## src/design/nhr_pkg.sv

```systemverilog
// Shared constants, codes and types of the next-hop resolver.
package nhr_pkg;

    localparam int ROUTE_DEPTH = 16;
    localparam int CACHE_DEPTH = 16;
    localparam int PORT_COUNT  = 8;

    localparam int ROUTE_AW = (ROUTE_DEPTH > 1) ? $clog2(ROUTE_DEPTH) : 1;
    localparam int CACHE_AW = (CACHE_DEPTH > 1) ? $clog2(CACHE_DEPTH) : 1;
    localparam int MAX_DEPTH = (ROUTE_DEPTH > CACHE_DEPTH) ? ROUTE_DEPTH : CACHE_DEPTH;
    localparam int SCAN_W = $clog2(MAX_DEPTH + 1);

    localparam int IP_W   = 32;
    localparam int MAC_W  = 48;
    localparam int PORT_W = 3;
    localparam int SLOT_W = 4;
    localparam int TTL_W  = 16;
    localparam int EXP_W  = 5;

    localparam logic [TTL_W-1:0] TTL_RESET = 16'd30;

    localparam int APB_AW = 3;
    localparam int APB_DW = 32;
    localparam logic REG_ENTRY_TTL = 1'b0;

    localparam int S_TDATA_W = 184;
    localparam int M_TDATA_W = 96;

    typedef enum logic [1:0] {
        KIND_ROUTE_WR = 2'd0,
        KIND_RESOLVE  = 2'd1,
        KIND_LEARN    = 2'd2,
        KIND_TICK     = 2'd3
    } t_kind;

    typedef enum logic [2:0] {
        S_IDLE   = 3'd0,
        S_RWRITE = 3'd1,
        S_RSCAN  = 3'd2,
        S_CSCAN  = 3'd3,
        S_LEARN  = 3'd4,
        S_TICK   = 3'd5,
        S_DONE   = 3'd6
    } t_state;

    typedef struct packed {
        t_kind              kind;
        logic [SLOT_W-1:0]  slot;
        logic [IP_W-1:0]    subnet;
        logic [IP_W-1:0]    mask;
        logic [IP_W-1:0]    gateway;
        logic [PORT_W-1:0]  port_id;
        logic               route_valid;
        logic [IP_W-1:0]    ip_addr;
        logic [MAC_W-1:0]   mac_addr;
    } t_item;

    typedef struct packed {
        logic               route_found;
        logic [IP_W-1:0]    next_hop;
        logic [PORT_W-1:0]  out_port;
        logic               mac_found;
        logic [MAC_W-1:0]   dest_mac;
        logic               cache_full;
        logic [EXP_W-1:0]   expired_count;
    } t_result;

    typedef struct packed {
        logic                en;
        logic [ROUTE_AW-1:0] addr;
        logic [IP_W-1:0]     subnet;
        logic [IP_W-1:0]     mask;
        logic [IP_W-1:0]     gateway;
        logic [PORT_W-1:0]   port_id;
        logic                valid;
    } t_route_wr;

    typedef struct packed {
        logic               valid;
        logic [IP_W-1:0]    subnet;
        logic [IP_W-1:0]    mask;
        logic [IP_W-1:0]    gateway;
        logic [PORT_W-1:0]  port_id;
    } t_route_rd;

    typedef struct packed {
        logic                en;
        logic [CACHE_AW-1:0] addr;
        logic [IP_W-1:0]     ip;
        logic [MAC_W-1:0]    mac;
        logic [TTL_W-1:0]    life;
    } t_cache_wr;

    typedef struct packed {
        logic                en;
        logic [CACHE_AW-1:0] addr;
        logic                clear;
        logic [TTL_W-1:0]    life;
    } t_cache_upd;

    typedef struct packed {
        logic               valid;
        logic [IP_W-1:0]    ip;
        logic [MAC_W-1:0]   mac;
        logic [TTL_W-1:0]   life;
    } t_cache_rd;

endpackage

```

## src/design/nhr_route_mem.sv

```systemverilog
// Route table storage: entry memories with registered read, valid bits in flops.
module nhr_route_mem (
    input  logic                          i_clk,
    input  logic                          i_rst_n,
    input  nhr_pkg::t_route_wr            i_wr,
    input  logic [nhr_pkg::ROUTE_AW-1:0]  i_raddr,
    output nhr_pkg::t_route_rd            o_rd
);

    logic [nhr_pkg::IP_W-1:0]   mem_subnet  [nhr_pkg::ROUTE_DEPTH];
    logic [nhr_pkg::IP_W-1:0]   mem_mask    [nhr_pkg::ROUTE_DEPTH];
    logic [nhr_pkg::IP_W-1:0]   mem_gateway [nhr_pkg::ROUTE_DEPTH];
    logic [nhr_pkg::PORT_W-1:0] mem_port    [nhr_pkg::ROUTE_DEPTH];
    logic [nhr_pkg::ROUTE_DEPTH-1:0] r_valid;
    nhr_pkg::t_route_rd r_rd;

    always_ff @(posedge i_clk) begin
        if (i_wr.en) begin
            mem_subnet[i_wr.addr]  <= i_wr.subnet;
            mem_mask[i_wr.addr]    <= i_wr.mask;
            mem_gateway[i_wr.addr] <= i_wr.gateway;
            mem_port[i_wr.addr]    <= i_wr.port_id;
        end
        r_rd.subnet  <= mem_subnet[i_raddr];
        r_rd.mask    <= mem_mask[i_raddr];
        r_rd.gateway <= mem_gateway[i_raddr];
        r_rd.port_id <= mem_port[i_raddr];
        r_rd.valid   <= r_valid[i_raddr];
    end

    always_ff @(posedge i_clk) begin
        if (!i_rst_n) begin
            r_valid <= '0;
        end else if (i_wr.en) begin
            r_valid[i_wr.addr] <= i_wr.valid;
        end
    end

    assign o_rd = r_rd;

endmodule

```

## src/design/nhr_cache_mem.sv

```systemverilog
// Address cache storage: IP, MAC and lifetime memories, valid bits in flops.
module nhr_cache_mem (
    input  logic                          i_clk,
    input  logic                          i_rst_n,
    input  nhr_pkg::t_cache_wr            i_wr,
    input  nhr_pkg::t_cache_upd           i_upd,
    input  logic [nhr_pkg::CACHE_AW-1:0]  i_raddr,
    output nhr_pkg::t_cache_rd            o_rd,
    output logic [nhr_pkg::CACHE_DEPTH-1:0] o_valid
);

    logic [nhr_pkg::IP_W-1:0]  mem_ip   [nhr_pkg::CACHE_DEPTH];
    logic [nhr_pkg::MAC_W-1:0] mem_mac  [nhr_pkg::CACHE_DEPTH];
    logic [nhr_pkg::TTL_W-1:0] mem_life [nhr_pkg::CACHE_DEPTH];
    logic [nhr_pkg::CACHE_DEPTH-1:0] r_valid;
    nhr_pkg::t_cache_rd r_rd;

    // learn and tick never overlap, so one life write port serves both
    always_ff @(posedge i_clk) begin
        if (i_wr.en) begin
            mem_ip[i_wr.addr]   <= i_wr.ip;
            mem_mac[i_wr.addr]  <= i_wr.mac;
            mem_life[i_wr.addr] <= i_wr.life;
        end else if (i_upd.en && !i_upd.clear) begin
            mem_life[i_upd.addr] <= i_upd.life;
        end
        r_rd.ip    <= mem_ip[i_raddr];
        r_rd.mac   <= mem_mac[i_raddr];
        r_rd.life  <= mem_life[i_raddr];
        r_rd.valid <= r_valid[i_raddr];
    end

    always_ff @(posedge i_clk) begin
        if (!i_rst_n) begin
            r_valid <= '0;
        end else begin
            if (i_wr.en) begin
                r_valid[i_wr.addr] <= 1'b1;
            end
            if (i_upd.en && i_upd.clear) begin
                r_valid[i_upd.addr] <= 1'b0;
            end
        end
    end

    assign o_rd    = r_rd;
    assign o_valid = r_valid;

endmodule

```

## src/design/nhr_ctrl.sv

```systemverilog
// Sequencer and shared comparator: walks route table and cache one entry per cycle.
module nhr_ctrl (
    input  logic                              i_clk,
    input  logic                              i_rst_n,
    input  logic                              i_start,
    input  nhr_pkg::t_item                    i_item,
    input  logic [nhr_pkg::TTL_W-1:0]         i_ttl,
    input  logic                              i_out_free,
    input  nhr_pkg::t_route_rd                i_route_rd,
    input  nhr_pkg::t_cache_rd                i_cache_rd,
    input  logic [nhr_pkg::CACHE_DEPTH-1:0]   i_cache_valid,
    output logic                              o_ready,
    output logic                              o_done,
    output nhr_pkg::t_result                  o_result,
    output nhr_pkg::t_route_wr                o_route_wr,
    output logic [nhr_pkg::ROUTE_AW-1:0]      o_route_raddr,
    output nhr_pkg::t_cache_wr                o_cache_wr,
    output nhr_pkg::t_cache_upd               o_cache_upd,
    output logic [nhr_pkg::CACHE_AW-1:0]      o_cache_raddr
);

    nhr_pkg::t_state  r_state, n_state;
    nhr_pkg::t_item   r_item, n_item;
    nhr_pkg::t_result r_res, n_res;
    logic [nhr_pkg::IP_W-1:0]   r_hop, n_hop;
    logic [nhr_pkg::SCAN_W-1:0] r_idx, n_idx;
    logic [nhr_pkg::SCAN_W-1:0] r_cidx, n_cidx;
    logic r_cv, n_cv;

    // shared comparator
    logic [nhr_pkg::IP_W-1:0] cmp_a, cmp_b;
    logic cmp_eq, cmp_le;
    logic route_hit, route_last, cache_hit, cache_last;
    logic route_more, cache_more, learn_free;
    logic [nhr_pkg::IP_W-1:0] hit_hop;

    always_comb begin
        case (r_state)
            nhr_pkg::S_RSCAN: begin
                cmp_a = r_item.ip_addr & i_route_rd.mask;
                cmp_b = i_route_rd.subnet;
            end
            nhr_pkg::S_CSCAN: begin
                cmp_a = i_cache_rd.ip;
                cmp_b = r_hop;
            end
            nhr_pkg::S_TICK: begin
                cmp_a = nhr_pkg::IP_W'(i_cache_rd.life);
                cmp_b = nhr_pkg::IP_W'(1);
            end
            default: begin
                cmp_a = '0;
                cmp_b = '0;
            end
        endcase
        cmp_eq = (cmp_a == cmp_b);
        cmp_le = (cmp_a <= cmp_b);
    end

    assign route_more = (r_idx < nhr_pkg::SCAN_W'(nhr_pkg::ROUTE_DEPTH));
    assign cache_more = (r_idx < nhr_pkg::SCAN_W'(nhr_pkg::CACHE_DEPTH));
    assign route_hit  = r_cv && i_route_rd.valid && cmp_eq;
    assign cache_hit  = r_cv && i_cache_rd.valid && cmp_eq;
    assign route_last = r_cv && (r_cidx == nhr_pkg::SCAN_W'(nhr_pkg::ROUTE_DEPTH - 1));
    assign cache_last = r_cv && (r_cidx == nhr_pkg::SCAN_W'(nhr_pkg::CACHE_DEPTH - 1));
    assign learn_free = !i_cache_valid[r_idx[nhr_pkg::CACHE_AW-1:0]];
    assign hit_hop    = (i_route_rd.gateway != '0) ? i_route_rd.gateway : r_item.ip_addr;

    assign o_route_raddr = r_idx[nhr_pkg::ROUTE_AW-1:0];
    assign o_cache_raddr = r_idx[nhr_pkg::CACHE_AW-1:0];

    // next state
    always_comb begin
        n_state = r_state;
        case (r_state)
            nhr_pkg::S_IDLE: begin
                if (i_start) begin
                    case (i_item.kind)
                        nhr_pkg::KIND_ROUTE_WR: n_state = nhr_pkg::S_RWRITE;
                        nhr_pkg::KIND_RESOLVE:  n_state = nhr_pkg::S_RSCAN;
                        nhr_pkg::KIND_LEARN:    n_state = nhr_pkg::S_LEARN;
                        nhr_pkg::KIND_TICK:     n_state = nhr_pkg::S_TICK;
                        default:                n_state = nhr_pkg::S_IDLE;
                    endcase
                end
            end
            nhr_pkg::S_RWRITE: n_state = nhr_pkg::S_DONE;
            nhr_pkg::S_RSCAN: begin
                if (route_hit) begin
                    n_state = nhr_pkg::S_CSCAN;
                end else if (route_last) begin
                    n_state = nhr_pkg::S_DONE;
                end
            end
            nhr_pkg::S_CSCAN: begin
                if (cache_hit || cache_last) begin
                    n_state = nhr_pkg::S_DONE;
                end
            end
            nhr_pkg::S_LEARN: begin
                if (learn_free ||
                    (r_idx == nhr_pkg::SCAN_W'(nhr_pkg::CACHE_DEPTH - 1))) begin
                    n_state = nhr_pkg::S_DONE;
                end
            end
            nhr_pkg::S_TICK: begin
                if (cache_last) begin
                    n_state = nhr_pkg::S_DONE;
                end
            end
            nhr_pkg::S_DONE: begin
                if (i_out_free) begin
                    n_state = nhr_pkg::S_IDLE;
                end
            end
            default: n_state = nhr_pkg::S_IDLE;
        endcase
    end

    // outputs and datapath
    always_comb begin
        n_item      = r_item;
        n_res       = r_res;
        n_hop       = r_hop;
        n_idx       = r_idx;
        n_cidx      = r_idx;
        n_cv        = 1'b0;
        o_ready     = 1'b0;
        o_done      = 1'b0;
        o_route_wr  = '0;
        o_cache_wr  = '0;
        o_cache_upd = '0;
        case (r_state)
            nhr_pkg::S_IDLE: begin
                o_ready = 1'b1;
                if (i_start) begin
                    n_item = i_item;
                    n_res  = '0;
                    n_idx  = '0;
                end
            end
            nhr_pkg::S_RWRITE: begin
                o_route_wr.en = (int'(r_item.slot) < nhr_pkg::ROUTE_DEPTH) &&
                                (int'(r_item.port_id) < nhr_pkg::PORT_COUNT);
                o_route_wr.addr    = nhr_pkg::ROUTE_AW'(r_item.slot);
                o_route_wr.subnet  = r_item.subnet;
                o_route_wr.mask    = r_item.mask;
                o_route_wr.gateway = r_item.gateway;
                o_route_wr.port_id = r_item.port_id;
                o_route_wr.valid   = r_item.route_valid;
            end
            nhr_pkg::S_RSCAN: begin
                n_cv  = route_more;
                n_idx = r_idx + nhr_pkg::SCAN_W'(route_more);
                if (route_hit) begin
                    n_res.route_found = 1'b1;
                    n_res.next_hop    = hit_hop;
                    n_res.out_port    = i_route_rd.port_id;
                    n_hop             = hit_hop;
                    n_cv              = 1'b0;
                    n_idx             = '0;
                end
            end
            nhr_pkg::S_CSCAN: begin
                n_cv  = cache_more;
                n_idx = r_idx + nhr_pkg::SCAN_W'(cache_more);
                if (cache_hit) begin
                    n_res.mac_found = 1'b1;
                    n_res.dest_mac  = i_cache_rd.mac;
                end
            end
            nhr_pkg::S_LEARN: begin
                n_idx = r_idx + nhr_pkg::SCAN_W'(1);
                if (learn_free) begin
                    o_cache_wr.en   = 1'b1;
                    o_cache_wr.addr = r_idx[nhr_pkg::CACHE_AW-1:0];
                    o_cache_wr.ip   = r_item.ip_addr;
                    o_cache_wr.mac  = r_item.mac_addr;
                    o_cache_wr.life = i_ttl;
                end else if (r_idx == nhr_pkg::SCAN_W'(nhr_pkg::CACHE_DEPTH - 1)) begin
                    n_res.cache_full = 1'b1;
                end
            end
            nhr_pkg::S_TICK: begin
                n_cv  = cache_more;
                n_idx = r_idx + nhr_pkg::SCAN_W'(cache_more);
                if (r_cv && i_cache_rd.valid) begin
                    o_cache_upd.en    = 1'b1;
                    o_cache_upd.addr  = r_cidx[nhr_pkg::CACHE_AW-1:0];
                    o_cache_upd.clear = cmp_le;
                    o_cache_upd.life  = i_cache_rd.life - nhr_pkg::TTL_W'(1);
                    if (cmp_le) begin
                        n_res.expired_count = r_res.expired_count + nhr_pkg::EXP_W'(1);
                    end
                end
            end
            nhr_pkg::S_DONE: begin
                o_done = i_out_free;
            end
            default: begin
                n_res = r_res;
            end
        endcase
    end

    always_ff @(posedge i_clk) begin
        if (!i_rst_n) begin
            r_state <= nhr_pkg::S_IDLE;
            r_cv    <= 1'b0;
        end else begin
            r_state <= n_state;
            r_cv    <= n_cv;
        end
        r_item <= n_item;
        r_res  <= n_res;
        r_hop  <= n_hop;
        r_idx  <= n_idx;
        r_cidx <= n_cidx;
    end

    assign o_result = r_res;

endmodule

```

## src/design/next_hop_resolver.sv

```systemverilog
// Top level of the next-hop resolver: stream ports, APB register, output register.
//
// Next-hop resolver. Each request on the slave stream is one of four kinds
// (tuser): route write, resolve, learn or tick, and gives exactly one result on
// the master stream. A resolve finds the lowest-indexed valid route whose
// (ip & mask) equals its subnet, takes its gateway (or the destination itself
// when the gateway is zero) as next hop, and then looks the next hop up in the
// address cache. A learn puts the IP/MAC pair into the lowest free cache slot
// with a lifetime of entry_ttl (zero counts as one) or flags cache_full. A tick
// ages every cached entry and reports how many expired. Route and cache valid
// bits clear at reset; entry contents do not need to. Requests are taken one at
// a time and tready is low while one is being worked on. A single 32-bit
// comparator is stepped over the table and the cache, one entry per cycle
// behind a registered memory read. A finished result sits in an output
// register, so a new request is accepted while it waits for tready.
// entry_ttl lies at APB address 0; it must only be written while no request
// is in flight.
module next_hop_resolver (
    input  logic                            i_clk,
    input  logic                            i_rst_n,
    // {mac_addr, ip_addr, route_valid, port_id, gateway, mask, subnet, slot}
    // slot [3:0], subnet [35:4], mask [67:36], gateway [99:68],
    // port_id [102:100], route_valid [103], ip_addr [135:104], mac_addr [183:136]
    input  logic [nhr_pkg::S_TDATA_W-1:0]   s_axis_tdata,
    // kind [1:0]
    input  logic [1:0]                      s_axis_tuser,
    input  logic                            s_axis_tvalid,
    output logic                            s_axis_tready,
    // route_found [0], next_hop [32:1], out_port [35:33], mac_found [36],
    // dest_mac [84:37], cache_full [85], expired_count [90:86], zero [95:91]
    output logic [nhr_pkg::M_TDATA_W-1:0]   m_axis_tdata,
    output logic                            m_axis_tvalid,
    input  logic                            m_axis_tready,
    input  logic                            psel,
    input  logic                            penable,
    input  logic                            pwrite,
    input  logic [nhr_pkg::APB_AW-1:0]      paddr,
    input  logic [nhr_pkg::APB_DW-1:0]      pwdata,
    output logic [nhr_pkg::APB_DW-1:0]      prdata,
    output logic                            pready
);

    nhr_pkg::t_item      item;
    nhr_pkg::t_result    res;
    nhr_pkg::t_route_wr  route_wr;
    nhr_pkg::t_route_rd  route_rd;
    nhr_pkg::t_cache_wr  cache_wr;
    nhr_pkg::t_cache_upd cache_upd;
    nhr_pkg::t_cache_rd  cache_rd;
    logic [nhr_pkg::CACHE_DEPTH-1:0] cache_valid;
    logic [nhr_pkg::ROUTE_AW-1:0]    route_raddr;
    logic [nhr_pkg::CACHE_AW-1:0]    cache_raddr;
    logic [nhr_pkg::TTL_W-1:0]       r_ttl, ttl_eff;
    logic [nhr_pkg::M_TDATA_W-1:0]   r_m_data;
    logic r_m_valid;
    logic ctrl_ready, ctrl_done, out_free, req_accept, cfg_wr;

    // unpack request
    assign item.kind        = nhr_pkg::t_kind'(s_axis_tuser);
    assign item.slot        = s_axis_tdata[3:0];
    assign item.subnet      = s_axis_tdata[35:4];
    assign item.mask        = s_axis_tdata[67:36];
    assign item.gateway     = s_axis_tdata[99:68];
    assign item.port_id     = s_axis_tdata[102:100];
    assign item.route_valid = s_axis_tdata[103];
    assign item.ip_addr     = s_axis_tdata[135:104];
    assign item.mac_addr    = s_axis_tdata[183:136];

    assign s_axis_tready = ctrl_ready;
    assign req_accept    = s_axis_tvalid && ctrl_ready;

    // config register; word index is paddr[2]
    assign pready = 1'b1;
    assign cfg_wr = psel && penable && pwrite && pready;

    always_ff @(posedge i_clk) begin
        if (!i_rst_n) begin
            r_ttl <= nhr_pkg::TTL_RESET;
        end else if (cfg_wr && (paddr[2] == nhr_pkg::REG_ENTRY_TTL)) begin
            r_ttl <= pwdata[nhr_pkg::TTL_W-1:0];
        end
    end

    assign prdata  = (paddr[2] == nhr_pkg::REG_ENTRY_TTL) ?
                     nhr_pkg::APB_DW'(r_ttl) : '0;
    assign ttl_eff = (r_ttl == '0) ? nhr_pkg::TTL_W'(1) : r_ttl;

    // output register parts the result from the sequencer
    assign out_free = !r_m_valid || m_axis_tready;

    always_ff @(posedge i_clk) begin
        if (!i_rst_n) begin
            r_m_valid <= 1'b0;
        end else if (ctrl_done) begin
            r_m_valid <= 1'b1;
        end else if (m_axis_tready) begin
            r_m_valid <= 1'b0;
        end
        if (ctrl_done) begin
            r_m_data <= {5'b0, res.expired_count, res.cache_full, res.dest_mac,
                         res.mac_found, res.out_port, res.next_hop, res.route_found};
        end
    end

    assign m_axis_tvalid = r_m_valid;
    assign m_axis_tdata  = r_m_data;

    nhr_route_mem u_route_mem (
        .i_clk   (i_clk),
        .i_rst_n (i_rst_n),
        .i_wr    (route_wr),
        .i_raddr (route_raddr),
        .o_rd    (route_rd)
    );

    nhr_cache_mem u_cache_mem (
        .i_clk   (i_clk),
        .i_rst_n (i_rst_n),
        .i_wr    (cache_wr),
        .i_upd   (cache_upd),
        .i_raddr (cache_raddr),
        .o_rd    (cache_rd),
        .o_valid (cache_valid)
    );

    nhr_ctrl u_ctrl (
        .i_clk         (i_clk),
        .i_rst_n       (i_rst_n),
        .i_start       (req_accept),
        .i_item        (item),
        .i_ttl         (ttl_eff),
        .i_out_free    (out_free),
        .i_route_rd    (route_rd),
        .i_cache_rd    (cache_rd),
        .i_cache_valid (cache_valid),
        .o_ready       (ctrl_ready),
        .o_done        (ctrl_done),
        .o_result      (res),
        .o_route_wr    (route_wr),
        .o_route_raddr (route_raddr),
        .o_cache_wr    (cache_wr),
        .o_cache_upd   (cache_upd),
        .o_cache_raddr (cache_raddr)
    );

`ifndef SYNTH
    // a result is only handed over when the output register can take it
    a_done_room: assert property (@(posedge i_clk) disable iff (!i_rst_n)
        ctrl_done |-> out_free)
        else $error("result produced while output register busy");

    // one request in flight: after an accept the sequencer is busy
    a_one_req: assert property (@(posedge i_clk) disable iff (!i_rst_n)
        req_accept |=> !s_axis_tready)
        else $error("request accepted while sequencer busy");

    // no route means no next hop and no cache lookup
    a_no_route: assert property (@(posedge i_clk) disable iff (!i_rst_n)
        (ctrl_done && !res.route_found) |->
            (res.next_hop == '0 && !res.mac_found && res.dest_mac == '0))
        else $error("resolve fields set without a route");

    // a cache write and a lifetime update never coincide
    a_cache_port: assert property (@(posedge i_clk) disable iff (!i_rst_n)
        !(cache_wr.en && cache_upd.en))
        else $error("learn and tick collide on cache");
`endif

endmodule

```

## config.mk

```make
export PLATFORM = sky130hd
export DESIGN_NAME = next_hop_resolver
export DESIGN_NICKNAME = d
export VERILOG_FILES = /design/src/design/nhr_pkg.sv /design/src/design/nhr_route_mem.sv /design/src/design/nhr_cache_mem.sv /design/src/design/nhr_ctrl.sv /design/src/design/next_hop_resolver.sv
export SDC_FILE = /design/constraint.sdc
export NUM_CORES = 2
export LEC_CHECK = 0
export BUFFER_PORTS_ARGS = -buffer_cell sky130_fd_sc_hd__buf_2
export CAP_MARGIN = 20
export CELL_PAD_IN_SITES_DETAIL_PLACEMENT = 1
export CELL_PAD_IN_SITES_GLOBAL_PLACEMENT = 1
export CORE_ASPECT_RATIO = 0.7
export CORE_MARGIN = 10
export CORE_UTILIZATION = 45
export CTS_CLUSTER_DIAMETER = 100
export DETAILED_ROUTE_END_ITERATION = 6
export PLACE_DENSITY_LB_ADDON = 0.1
export SKIP_CTS_REPAIR_TIMING = 1
export SLEW_MARGIN = 0
export SYNTH_ARGS = -nofsm -noshare
export SYNTH_HDL_FRONTEND = slang
export SYNTH_SLANG_ARGS = --single-unit
export TNS_END_PERCENT = 30
```

## constraint.sdc

```tcl
create_clock -name i_clk -period 12.79 [get_ports i_clk]
set_input_delay 0.6395 -clock i_clk [delete_from_list [all_inputs] [get_ports i_clk]]
set_output_delay 0.6395 -clock i_clk [all_outputs]
set_load 0.1 [all_outputs]
```

==> metrics.cfg <==
[sta]
hold_viol = 0
fin_crit_ps = 6680
timing.fmax_ghz = 0.150
worst_slew_pin_slew_ps = 1140
finalSetupViolations = 0
period_share_pct = 52.2
timing.setup.tns_ps = 0
finalWorstSetupSlack_ps = 6110
finClkSkew_ps = 69.3
hold-worst-slack_ps = 34.3
rsz0062_at_grt = no
max_slew_margin_pct = 23.8
finalMaxSlewViolations = 0

[floorplanning]
die_height_um = 487
num_rows = 171
core_mm2 = 0.310
die_w_um = 687
start_util_pct = 45.2
ioPinCount = 359
dieArea_mm2 = 0.335

[layout]
final_cell_area_mm2 = 0.162
nFillCells = 26700
final_cell_mix = 3,523 x edfxtp_1, 984 x mux4_2, 376 x clkbuf_16, 321 x buf_2, 254 x dfxtp_1
synthToLayoutAreaGrowth_pct = 15.3
layout.cells.non_filler = 11200
drive_gt1_share_pct = 29.4
nets = 7021
layout_commonest_cell = edfxtp_1

[clock_tree]
clk_path_buf_depth = 4
path_clk_slew_ps = 60
clock_sinks = 3778
cts_tree = done
cts-htree-levels = 5
root_buffer = clkbuf_16
clock_latency_ps = 920
cts_buffers = 368

[placement]
gp_congestion = 0.779
hpwl_um = 206000
place_inst = 10300
pre_cts_slack_ps = 6220
post_dp_cell_area_mm2 = 0.147
portBuffers = 318

[worst_setup_path]
slowest_delay_ps = 860
crit_top_cell = buf_4
endpoint_kind = flop
crit_type = flop to flop
cp.required_ps = 13270
critPathBufInv = 3
crit_slowest_cell = o221a_2
worstPathArrival_ps = 7160
crit_chain = nand2_1 -> clkinv_2 -> buf_4 -> a22oi_1 -> ha_1 -> nand4_1 -> nor3_1 -> o21ai_0 -> a31oi_1 -> o211ai_2 -> buf_4 -> o32ai_1 -> o221a_2
reg2reg_slack_ps = 6110
crit_family = compound AO/OA/AOI/OAI gates
start_kind = flop
worstPathMaxFanout = 70

[logic_synthesis]
yosys.area.top_type_share_pct = 75.4
synth_seq_area_share_pct = 79.1
ys.flop_type = edfxtp_1
synth_cell_types = 68
synthCells = 5998
ys_ff_latch = 3778
synth_edf_count = 3523
ys_top_cells_by_area = edfxtp_1 75%, mux4_2 16%, dfxtp_1 3.6%, and2_1 0.62%, clkbuf_1 0.49%
avgSynthCellArea_um2 = 23.4
synthesis.area_mm2 = 0.140
synth_largest_area_cell = edfxtp_1
ys_warn_count = 0
synth-async-reset-ratio_pct = 0

[run_status]
outcome = completed

[pwr]
worst_ir_drop_vdd_uv = 162
power-per-cell-area_mw_per_mm2 = 219
leakagePower_nw = 51.0

[route]
num_vias = 66100
drc_errors = 0
drt-total-wl_um = 372000
viasPerCell = 5.89
wl_per_cell_um = 33.1
first_pass_iters = 5
antenna_left = 0
drt_iter0_drc = 8003

[job]
drv_cap = 0

[global_routing]
antenna_found_initial = 38
track_usage_pct = 21.8
grt_pass1_vias = 68300
grt_max_degree = 137
grt_first_pass_wirelength_um = 525000
grt-ovfl-total = 0

[min_path]
min_path_type = input pin to flop

layout make-up:
class                   instances  area [µm²]  area share [%]
inverters                      20        83.8          0.0519
clock buffers                 508       10300            6.36
multi-input cells            1900       28300            17.5
flip-flops and latches       3778      111000            68.6
well taps                    4152        5190            3.21
repair buffers                684        5020            3.11
diodes                         14        35.0          0.0217
clock inverters               169        1870            1.16
registers in the layout, summed over array words and instances, names as in the netlist, 97 cells and up:
register and count:
u_route_mem.o_rd 100, u_cache_mem.mem_ip 512, u_route_mem.mem_gateway 512, u_cache_mem.o_rd 97, u_cache_mem.mem_mac 768, u_route_mem.mem_mask 512, u_cache_mem.mem_life 256, u_route_mem.mem_subnet 512
u_ctrl.r_item 184
final timing paths:
| kind | from | end | cells past startpoint |
|---|---|---|---|
| worst max-delay path | u_ctrl.r_state[1] | u_cache_mem.mem_life[0][1] | 13 |
| worst min-delay path | pwdata[14] | r_ttl[14] | 3 |
| worst max register to register | u_ctrl.r_state[1] | u_cache_mem.mem_life[0][1] | 13 |
| worst min register to register | u_ctrl.n_cidx[4] | u_ctrl.r_cidx[4] | 0 |
routing by layer:
layer  vias to the layer above  GRT usage (%)  wire (µm)
met2                      2219           33.6     172000
met5                         -              0         33
met3                       484           3.11      22800
li1                      26800              -          -
met1                     36500           33.5     169000
met4                         4           4.57       7900
power breakdown:
group / internal [W] / total (W) / switching, W
clock network: 0.00635 / 0.0110 / 0.00464
logic: 0.00344 / 0.00827 / 0.00483
registers: 0.0153 / 0.0161 / 0.000817
total: 0.0250 / 0.0353 / 0.0103
cell usage after synthesis (all sizes together) (48+ instances only):
library cell,count
edfxtp,3523
mux4,984
dfxtp,255
clkbuf,184
and2,140
buf,136
nor2b,101
nand2,84
o21ai,75
nor2,67
and3,55
a22oi,48
stage by stage:
| step | utilization [%] | power (W) |
|---|---|---|
| 2_1_floorplan | - | 0.0215 |
| 3_3_place_gp | 47.5 | 0.0245 |
| 3_5_place_dp | 47.5 | 0.0247 |
| 4_1_cts | 51.4 | 0.0357 |
| 5_1_grt | 52.1 | 0.0367 |
| 6_report | 52.1 | 0.0353 |
cell families after synthesis:
family	synth area share, %
flip-flops	79.1
multiplexers	15.8
AND/OR/NAND/NOR	2.23
buffers and inverters	1.03
AO/OA/AOI/OAI	1.33
adder cells (fa/ha/maj)	0.366
XOR/XNOR	0.112
other	0.00536
worst reg2reg max path, cell delays in order, from the launching register on:
cell,delay (ps)
dfxtp_1,800
nand2_1,350
clkinv_2,520
buf_4,710
a22oi_1,400
ha_1,440
nand4_1,180
nor3_1,580
o21ai_0,260
a31oi_1,290
o211ai_2,110
buf_4,290
o32ai_1,490
o221a_2,860
(Power assumes the default switching activity.)
